File: src/rtl/core/svc_pkg.sv
package svc_pkg;

	// Volume geometry
	localparam int MAX_DIM    = 32;
	localparam int MAX_RADIUS = 15;
	localparam int DIM_W      = $clog2(MAX_DIM);
	localparam int ADDR_W     = 3 * DIM_W;

	// Field widths
	localparam int RAD_W   = 4;
	localparam int LABEL_W = 8;
	localparam int CFG_W   = 6;
	localparam int IDX_W   = 2;
	localparam int SDATA_W = 32;
	localparam int MDATA_W = 8;

	// Configuration register indexes
	localparam logic [IDX_W-1:0] REG_SIZE_Z = 2'd0;
	localparam logic [IDX_W-1:0] REG_SIZE_Y = 2'd1;
	localparam logic [IDX_W-1:0] REG_SIZE_X = 2'd2;

	// Item kinds carried in tuser
	localparam logic MODE_CARVE = 1'b0;
	localparam logic MODE_READ  = 1'b1;

	// Controller to datapath commands
	typedef struct packed {
		logic clear_en;
		logic load_item;
		logic setup;
		logic step;
		logic rd_en;
		logic out_load;
	} svc_cmd_t;

	// Datapath to controller status
	typedef struct packed {
		logic clear_last;
		logic box_empty;
		logic walk_last;
	} svc_sts_t;

endpackage

File: src/rtl/core/svc_ctrl.sv
module svc_ctrl (
	input  logic            clk,
	input  logic            arst_n,
	input  logic            s_tvalid,
	output logic            s_tready,
	input  logic            s_mode,
	output logic            m_tvalid,
	input  logic            m_tready,
	output svc_pkg::svc_cmd_t cmd,
	input  svc_pkg::svc_sts_t sts
);
	import svc_pkg::*;

	typedef enum logic [2:0] {
		ST_CLEAR,
		ST_IDLE,
		ST_SETUP,
		ST_CARVE,
		ST_READ,
		ST_DONE
	} state_t;

	state_t state_q;
	logic   m_tvalid_q;

	always_comb begin
		cmd = '0;
		unique case (state_q)
			ST_CLEAR: cmd.clear_en  = 1'b1;
			ST_IDLE:  cmd.load_item = s_tvalid;
			ST_SETUP: cmd.setup     = 1'b1;
			ST_CARVE: cmd.step      = !sts.box_empty;
			ST_READ:  cmd.rd_en     = 1'b1;
			ST_DONE:  cmd.out_load  = !m_tvalid_q || m_tready;
			default:  cmd = '0;
		endcase
	end

	always_ff @(posedge clk or negedge arst_n) begin
		if (!arst_n) begin
			state_q    <= ST_CLEAR;
			m_tvalid_q <= 1'b0;
		end else begin
			if (cmd.out_load)
				m_tvalid_q <= 1'b1;
			else if (m_tready)
				m_tvalid_q <= 1'b0;

			unique case (state_q)
				ST_CLEAR: begin
					if (sts.clear_last)
						state_q <= ST_IDLE;
				end
				ST_IDLE: begin
					if (s_tvalid)
						state_q <= (s_mode == MODE_READ) ? ST_READ : ST_SETUP;
				end
				ST_SETUP: state_q <= ST_CARVE;
				ST_CARVE: begin
					if (sts.box_empty || sts.walk_last)
						state_q <= ST_DONE;
				end
				ST_READ: state_q <= ST_DONE;
				ST_DONE: begin
					if (cmd.out_load)
						state_q <= ST_IDLE;
				end
				default: state_q <= ST_IDLE;
			endcase
		end
	end

	assign s_tready = (state_q == ST_IDLE);
	assign m_tvalid = m_tvalid_q;

endmodule

File: config.mk
export PLATFORM = sky130hd
export DESIGN_NAME = svc_ctrl
export DESIGN_NICKNAME = d
export VERILOG_FILES = /design/src/rtl/core/svc_pkg.sv /design/src/rtl/core/svc_ctrl.sv
export SDC_FILE = /design/constraint.sdc
export NUM_CORES = 1
export LEC_CHECK = 0
export BUFFER_PORTS_ARGS = -buffer_cell sky130_fd_sc_hd__buf_2
export CAP_MARGIN = 40
export CORE_AREA = 2 2 39 41
export CTS_BUF_LIST = sky130_fd_sc_hd__clkbuf_2 sky130_fd_sc_hd__clkbuf_4 sky130_fd_sc_hd__clkbuf_8
export CTS_CLUSTER_SIZE = 20
export DETAILED_ROUTE_END_ITERATION = 10
export DIE_AREA = 0 0 41 43
export MAX_ROUTING_LAYER = met4
export PLACE_DENSITY_LB_ADDON = 0.25
export SETUP_SLACK_MARGIN = 0.1
export SLEW_MARGIN = 20
export SYNTH_ARGS = -nofsm -noshare
export SYNTH_HDL_FRONTEND = slang
export SYNTH_SLANG_ARGS = --single-unit
File: constraint.sdc
create_clock -name clk -period 1.57 [get_ports clk]
set_clock_uncertainty 0.15 [all_clocks]
set_input_delay 0 -clock clk [delete_from_list [all_inputs] [get_ports clk]]
set_output_delay 0 -clock clk [all_outputs]
set_load 0.05 [all_outputs]
# Word-level counts from Yosys, hierarchy flattened
# Index checks and enable logic that the tools add are counted.
[op_classes]
eq_ne = 9
n_mux = 14
n_reduce_logical = 7
[op_table]
columns = ["cell", "n"]
rows = [
  ["$pmux 3 s6", 1],
  ["$mux 3", 5],
  ["$mux 1", 8],
  ["$ne 2x2->1 const B", 4],
  ["$eq 3x2->1 const B", 2],
  ["$eq 3x3->1 const B", 2],
  ["$reduce_and 4->1", 1],
  ["$eq 3x1->1 const B", 1],
  ["$logic_not 3->1", 1],
  ["$logic_not 1->1", 2],
  ["$logic_or 1x1->1", 2],
  ["$reduce_bool 2->1", 1],
]
[word_totals]
register_bits = 4
inputBits = 8
out_inout_bits = 8
elab_cells = 32

# Longest topological paths before layout
# Gate-level depths: netlist of the first run.
[logic_depth]
ltp_word = 5
ltp_mapped = 5
ltp_nobuf = 4

# Least setup slack after synthesis of the first run
# Ideal clock, no wire load.
[synth_timing]
kind = "register -> output"
from = "reg state_q[2]"
to = "out cmd[4] (netlist name)"
t_arrival_ns = 2.178
t_required_ns = 1.420
setup_slack_ns = -0.758
stages_incl_launch_ff = 4
n_path_buf = 1
cell_sequence = "dfrtp_1 -> buf_6 -> nor3_1 -> and2_1"
[synth_rtl]
columns = ["element", "line", "source"]
rows = [
  ["start, declared", "svc_ctrl.sv:23", "state_t state_q;"],
  ["start signal, assigned", "svc_ctrl.sv:56", "state_q <= (s_mode == MODE_READ) ? ST_READ : ST_SETUP;"],
  ["end, declared", "svc_ctrl.sv:9", "output svc_pkg::svc_cmd_t cmd,"],
]

==> results.cfg, run 1 <==
[sta]
finalWorstSetupSlack_ns = 0.140
tns_ns = 0
hold_viol_final = 0
timing.fmax_mhz = 699
tightest_slew_ns = 0.245
fin_crit_ns = 1.43
slew_headroom_pct = 83.4
setup_viol = 0
period_share_pct = 91.1
rsz0062_at_grt = true
maxSlewViolCount = 0

[floorplan]
core_area_um2 = 1380
rows = 14
die_x_um = 41
die_area_um2 = 1760
die_h_um = 43
ios = 16
start_util_pct = 22.6

[global_route]
grt_max_degree = 9
grt_pass1_wl_um = 1500
grt_usage_pct = 13.7
overflow = 0
grt_pass1_vias = 368
antenna_found_initial = 0

[power]
ir_worst_vdd_uv = 764
power_density_nw_per_um2 = 2070
power.leakage_nw = 0.256

[synth]
yosysSeqAreaShare_pct = 32.0
avgSynthCellArea_um2 = 8.94
synth_seq_cells = 4
syn_area_um2 = 313
synth_fp_nets = 43
synth_cell_types = 19
ys.warnings.count = 0
syn_inst = 35

[layout]
areaGrowthSynthToFinish_pct = 74.0
stdcell_count = 76
final_cell_mix = 12 x buf_2, 6 x dlygate4sd3_1, 4 x o21ai_0, 4 x clkbuf_4, 4 x buf_4
layout_commonest_cell = buf_2
nets = 70
final_core_util_pct = 39.3
n_antenna_cell = 0
final_layout_size_suffix_gt1_share_pct = 53.3

[cts]
cts.sinks = 4
clkSlewWorstSetupHoldPaths_ns = 0.04
clockBufferDepth = 2
h-tree-depth = 1
cts_buffers = 3
root_buffer = clkbuf_4
post_cts.repair.setup_buffers = 0
clkLatencyLatePin_ns = 0.24
tritoncts = yes

[detailed_routing]
dr.first_iter.drc_count = 14
ant_nets = 0
drt_first_pass_iters = 4
routed_wl_um = 837
wl_met2_um = 406
met3_length_um = 56
wl_met1_um = 354
avgViaCountPerCell = 4.78
drc = 0
top_layer = met4
routedWlPerCell_um = 11.0
num_vias = 363

[placed_design]
pre_cts_slack_ns = 0.230
dp.cells = 67
place_congestion = 0.850
port_buffers = 15
dp.final_hpwl_um = 624

[critical_path]
cp.arrival_ns = 1.28
end_kind = output pin
critPathMaxStageDelay_ns = 0.38
r2r_slack_ns = 0.28
cp_max_fo = 3
path_class = reg2out
worstPathRequired_ns = 1.42
worstSetupStartpointType = flip-flop
crit_path_top_delay_cell = dfrtp_1
path_cells = nand2b_1 > or2_4 > nor2_4 > buf_6

[min_path]
hold_path_class = in2reg

[outcome]
status = finished, final reports clean

[run]
cap_viol_max_count = 0
-- critical path: cells and delay by family, from the launching register on --
family        cells  cell delay (ns)
simple gates      3             0.50
buf+inv           1             0.16
flops             1             0.38
-- path summary, 6_finish.rpt --
check                                              end  depth (start not counted)              startpoint
worst min register to register    m_tvalid$_DFFE_PN0P_                          2    m_tvalid$_DFFE_PN0P_
worst max-delay path                            cmd[0]                          4  state_q[1]$_DFFE_PN0P_
max in group asynchronous       state_q[2]$_DFFE_PN0P_                          3                  arst_n
worst max register to register  state_q[1]$_DFFE_PN0P_                          4  state_q[1]$_DFFE_PN0P_
min in group asynchronous       state_q[1]$_DFFE_PN0P_                          3                  arst_n
worst min-delay path            state_q[1]$_DFFE_PN0P_                          4                  sts[1]
-- cells in the mapped netlist, drive strengths merged --
library cell  number  area share (%)
dfrtp              4              32
o21ai              4             6.4
a21oi              3             4.8
buf                3             9.6
nand2              3             3.6
nand2b             3             6.0
nor2b              3             8.4
nor2               2             2.4
nor3               2             3.2
a2bb2oi            1             2.8
and2               1             2.0
and4bb             1             5.2
inv                1             1.2
nor3b              1             2.4
nor4b              1             2.8
o41ai              1             5.2
or2                1             2.0
-- what timing repair did --
item | in CTS | in global routing
gates resized for setup | 4 | 5
cloned | 0 | 0
hold endpoints to repair | 8 | 0
setup endpoints to repair | 2 | 5
hold buffers | 6 | 0
-- layer usage --
layer | up-vias | global-route usage (%)
met2 | 15 | 18.8
met1 | 173 | 14.9
met4 | 0 | 8.00
li1 | 173 | -
met3 | 2 | 7.85
met5 | - | -
-- kinds of logic (layout without fill, tap and decap cells) --
kind of cell           Yosys count  in the layout  synth area share, %
AO/OA/AOI/OAI                    9              9                 19.2
buffers and inverters            4             29                 10.8
flip-flops                       4              4                 32.0
AND/OR/NAND/NOR                 18             18                 38.0
-- sequential cells by signal (all words and copies together), names as in the netlist --
name and count:
m_tvalid 1, state_q 3
-- through the flow --
stage	power, mW	area [um2]	hold slack, ns
floorplan	0.791	342	-0.446
global placement	0.924	437	-0.333
detailed placement	0.923	437	-0.333
CTS	1.10	531	0.0934
global route	1.20	544	0.126
finish	1.13	544	0.0979
-- power breakdown --
group	switching [mW]	internal, mW
Combinational	0.504	0.297
Sequential	0.0428	0.150
Clock	0.0461	0.0858
Total	0.593	0.533
-- cell type report --
cell class / count / area (um2)
clock buffer: 3 / 22.5
inverter: 1 / 3.75
timing repair buffer: 25 / 184
multi-input combinational: 27 / 213
sequential: 4 / 101
fill: 150 / 840
tap: 16 / 20.0
(Power assumes the default switching activity.)
==> run 2: changes to the inputs <==
--- a/config.mk
+++ b/config.mk
@@ -7,13 +7,12 @@
 export LEC_CHECK = 0
 export BUFFER_PORTS_ARGS = -buffer_cell sky130_fd_sc_hd__buf_2
 export CAP_MARGIN = 40
-export CORE_AREA = 2 2 39 41
+export CORE_AREA = 3 3 40 42
 export CTS_BUF_LIST = sky130_fd_sc_hd__clkbuf_2 sky130_fd_sc_hd__clkbuf_4 sky130_fd_sc_hd__clkbuf_8
 export CTS_CLUSTER_SIZE = 20
 export DETAILED_ROUTE_END_ITERATION = 10
-export DIE_AREA = 0 0 41 43
+export DIE_AREA = 0 0 43 45
 export MAX_ROUTING_LAYER = met4
-export PLACE_DENSITY_LB_ADDON = 0.25
 export SETUP_SLACK_MARGIN = 0.1
 export SLEW_MARGIN = 20
 export SYNTH_ARGS = -nofsm -noshare
==> run 2 against run 1 <==
Compared with the run above:
- hold slack better by 0.023 ns
- final cell count up 3.9%
- largest cell class is now non-clock buffers
- clock power about the same
- critical endpoint is now cmd[4]
- largest power group unchanged
- critical path depth unchanged
- core utilization up 6.8 points
- sequential share of layout area down 1.3 points
- non-clock buffer count up 4
==> results.cfg, run 2 (synthesized netlist as in run 1, its figures left out) <==
[layout]
areaGrowthSynthToFinish_pct = 89.6
multiInputGateArea_um2 = 220
top_register = state_q
n_antenna_cell = 0
stdcell_count = 79
nets = 74
seq_area_um2 = 103
layout_commonest_cell = buf_2
fillers = 118
final_layout_size_suffix_gt1_share_pct = 60.9
largest_register_ff_count = 3
final_cell_mix = 12 x buf_2, 6 x dlygate4sd3_1, 5 x buf_4

[critical_path]
r2r_slack_ns = 0.19
crit_path_top_delay_cell = dfrtp_2
path_cells = buf_6 > nor3_4 > and2_4 > buf_8
critPathTopFamily = flip-flops
crit_start = state_q[2]$_DFFE_PN0P_
rr_worst_depth = 4
cp_max_fo = 6
path_class = reg2out
worstSetupStartpointType = flip-flop
critPathMaxStageDelay_ns = 0.44
end_kind = output pin
path_buf_inv = 2
worstPathRequired_ns = 1.42
reg2reg_to = state_q[2]$_DFFE_PN0P_
cp.arrival_ns = 1.30
r2r-start = state_q[0]$_DFFE_PN0P_

[cts]
root_buffer = clkbuf_4
tritoncts = yes
clkSlewWorstSetupHoldPaths_ns = 0.04
clkLatencyLatePin_ns = 0.23
cts.sinks = 4
clockBufferDepth = 2
cts_buffers = 3
h-tree-depth = 1

[detailed_routing]
avgViaCountPerCell = 4.56
dr.first_iter.drc_count = 8
routedWlPerCell_um = 10.7
drc = 0
drt_first_pass_iters = 4
ant_nets = 0
num_vias = 360
routed_wl_um = 844

[run]
cap_viol_max_count = 0

[sta]
holdWs_ns = 0.121
rsz0062_at_grt = true
maxSlewViolCount = 0
slew_headroom_pct = 82.4
tightest_slew_ns = 0.260
setup_viol = 0
hold_viol_final = 0
timing.fmax_mhz = 689
period_share_pct = 92.4
fin_crit_ns = 1.45

[min_path]
hold_path_class = in2reg
holdPathEnd = state_q[1]$_DFFE_PN0P_
min_from = sts[1]
hold_depth = 4

[power]
ir_worst_vdd_uv = 737
power_density_nw_per_um2 = 2090
power.leakage_nw = 0.279

[placed_design]
dp.final_hpwl_um = 641
place_congestion = 0.778
dp.cells = 66
port_buffers = 15

[global_route]
gr-usage-met2_pct = 15.6
overflow = 0
grt_pass1_wl_um = 1470
grt_pass1_vias = 340
grt.busiest_layer = met2
antenna_found_initial = 0
grt_usage_pct = 10.6
gr-usage-met1_pct = 12.8
met3_usage_pct = 4.78
grt_max_degree = 7

[floorplan]
die_h_um = 45
core_area_um2 = 1280
ios = 16
rows = 13
die_x_um = 43
start_util_pct = 24.3
die_area_um2 = 1940

[outcome]
status = finished, final reports clean
==> run 2: report_power, final <==
group	switching [mW]	internal (mW)	total, mW
Sequential	0.0548	0.152	0.207
Clock	0.0437	0.0856	0.129
Combinational	0.517	0.387	0.904
==> run 2: worst max-delay path by stage <==
stage / to / slack (ns) / depth (start not counted)
floorplan: cmd[4] / -0.07 / 4
global placement: cmd[0] / 0.19 / 4
detailed placement: cmd[0] / 0.18 / 4
CTS: cmd[0] / 0.06 / 4
global route: cmd[4] / 0.08 / 4
finish: cmd[4] / 0.12 / 4
==> run 2: final cells by class <==
cell class	count	area share, %
Clock buffer	3	3.80
Inverter	1	0.633
Multi-Input combinational cell	27	37.1
Sequential cell	4	17.3
Tap cell	15	3.16
Timing Repair Buffer	29	38.0
==> run 2: repair_timing <==
item | 4_1_cts | 5_1_grt
cloned | 0 | 0
hold buffers | 6 | 0
gates resized for setup | 4 | 11
endpoints found under the hold margin | 8 | 0
setup endpoints to repair | 2 | 6
buffers inserted | 4 | 0
==> run 2: layer usage <==
layer  share of wire (%)  vias up
met1                  44      162
met2                  46       15
li1                    -      181
met4                 1.4        0
met5                   0        -
met3                 8.4        2
==> run 2: per-stage QoR <==
stage	cell area [um2]	utilization [%]	TNS (ns)	power [mW]	setup slack, ns
after global routing	593	46.2	0	1.32	0.0806
after floorplan	342	-	-0.0710	0.791	-0.0710
final	593	46.2	0	1.24	0.119
after CTS	561	43.6	0	1.16	0.0609
after global placement	435	33.9	0	0.919	0.191
after detailed placement	435	33.9	0	0.927	0.175
==> run 2: worst reg2reg max path: cells and delay by family, from the launching register on <==
kind | cells | cell delay (ns)
flip-flops | 1 | 0.43
AND/OR/NAND/NOR | 2 | 0.32
AO/OA/AOI/OAI | 1 | 0.26
buffers and inverters | 1 | 0.13
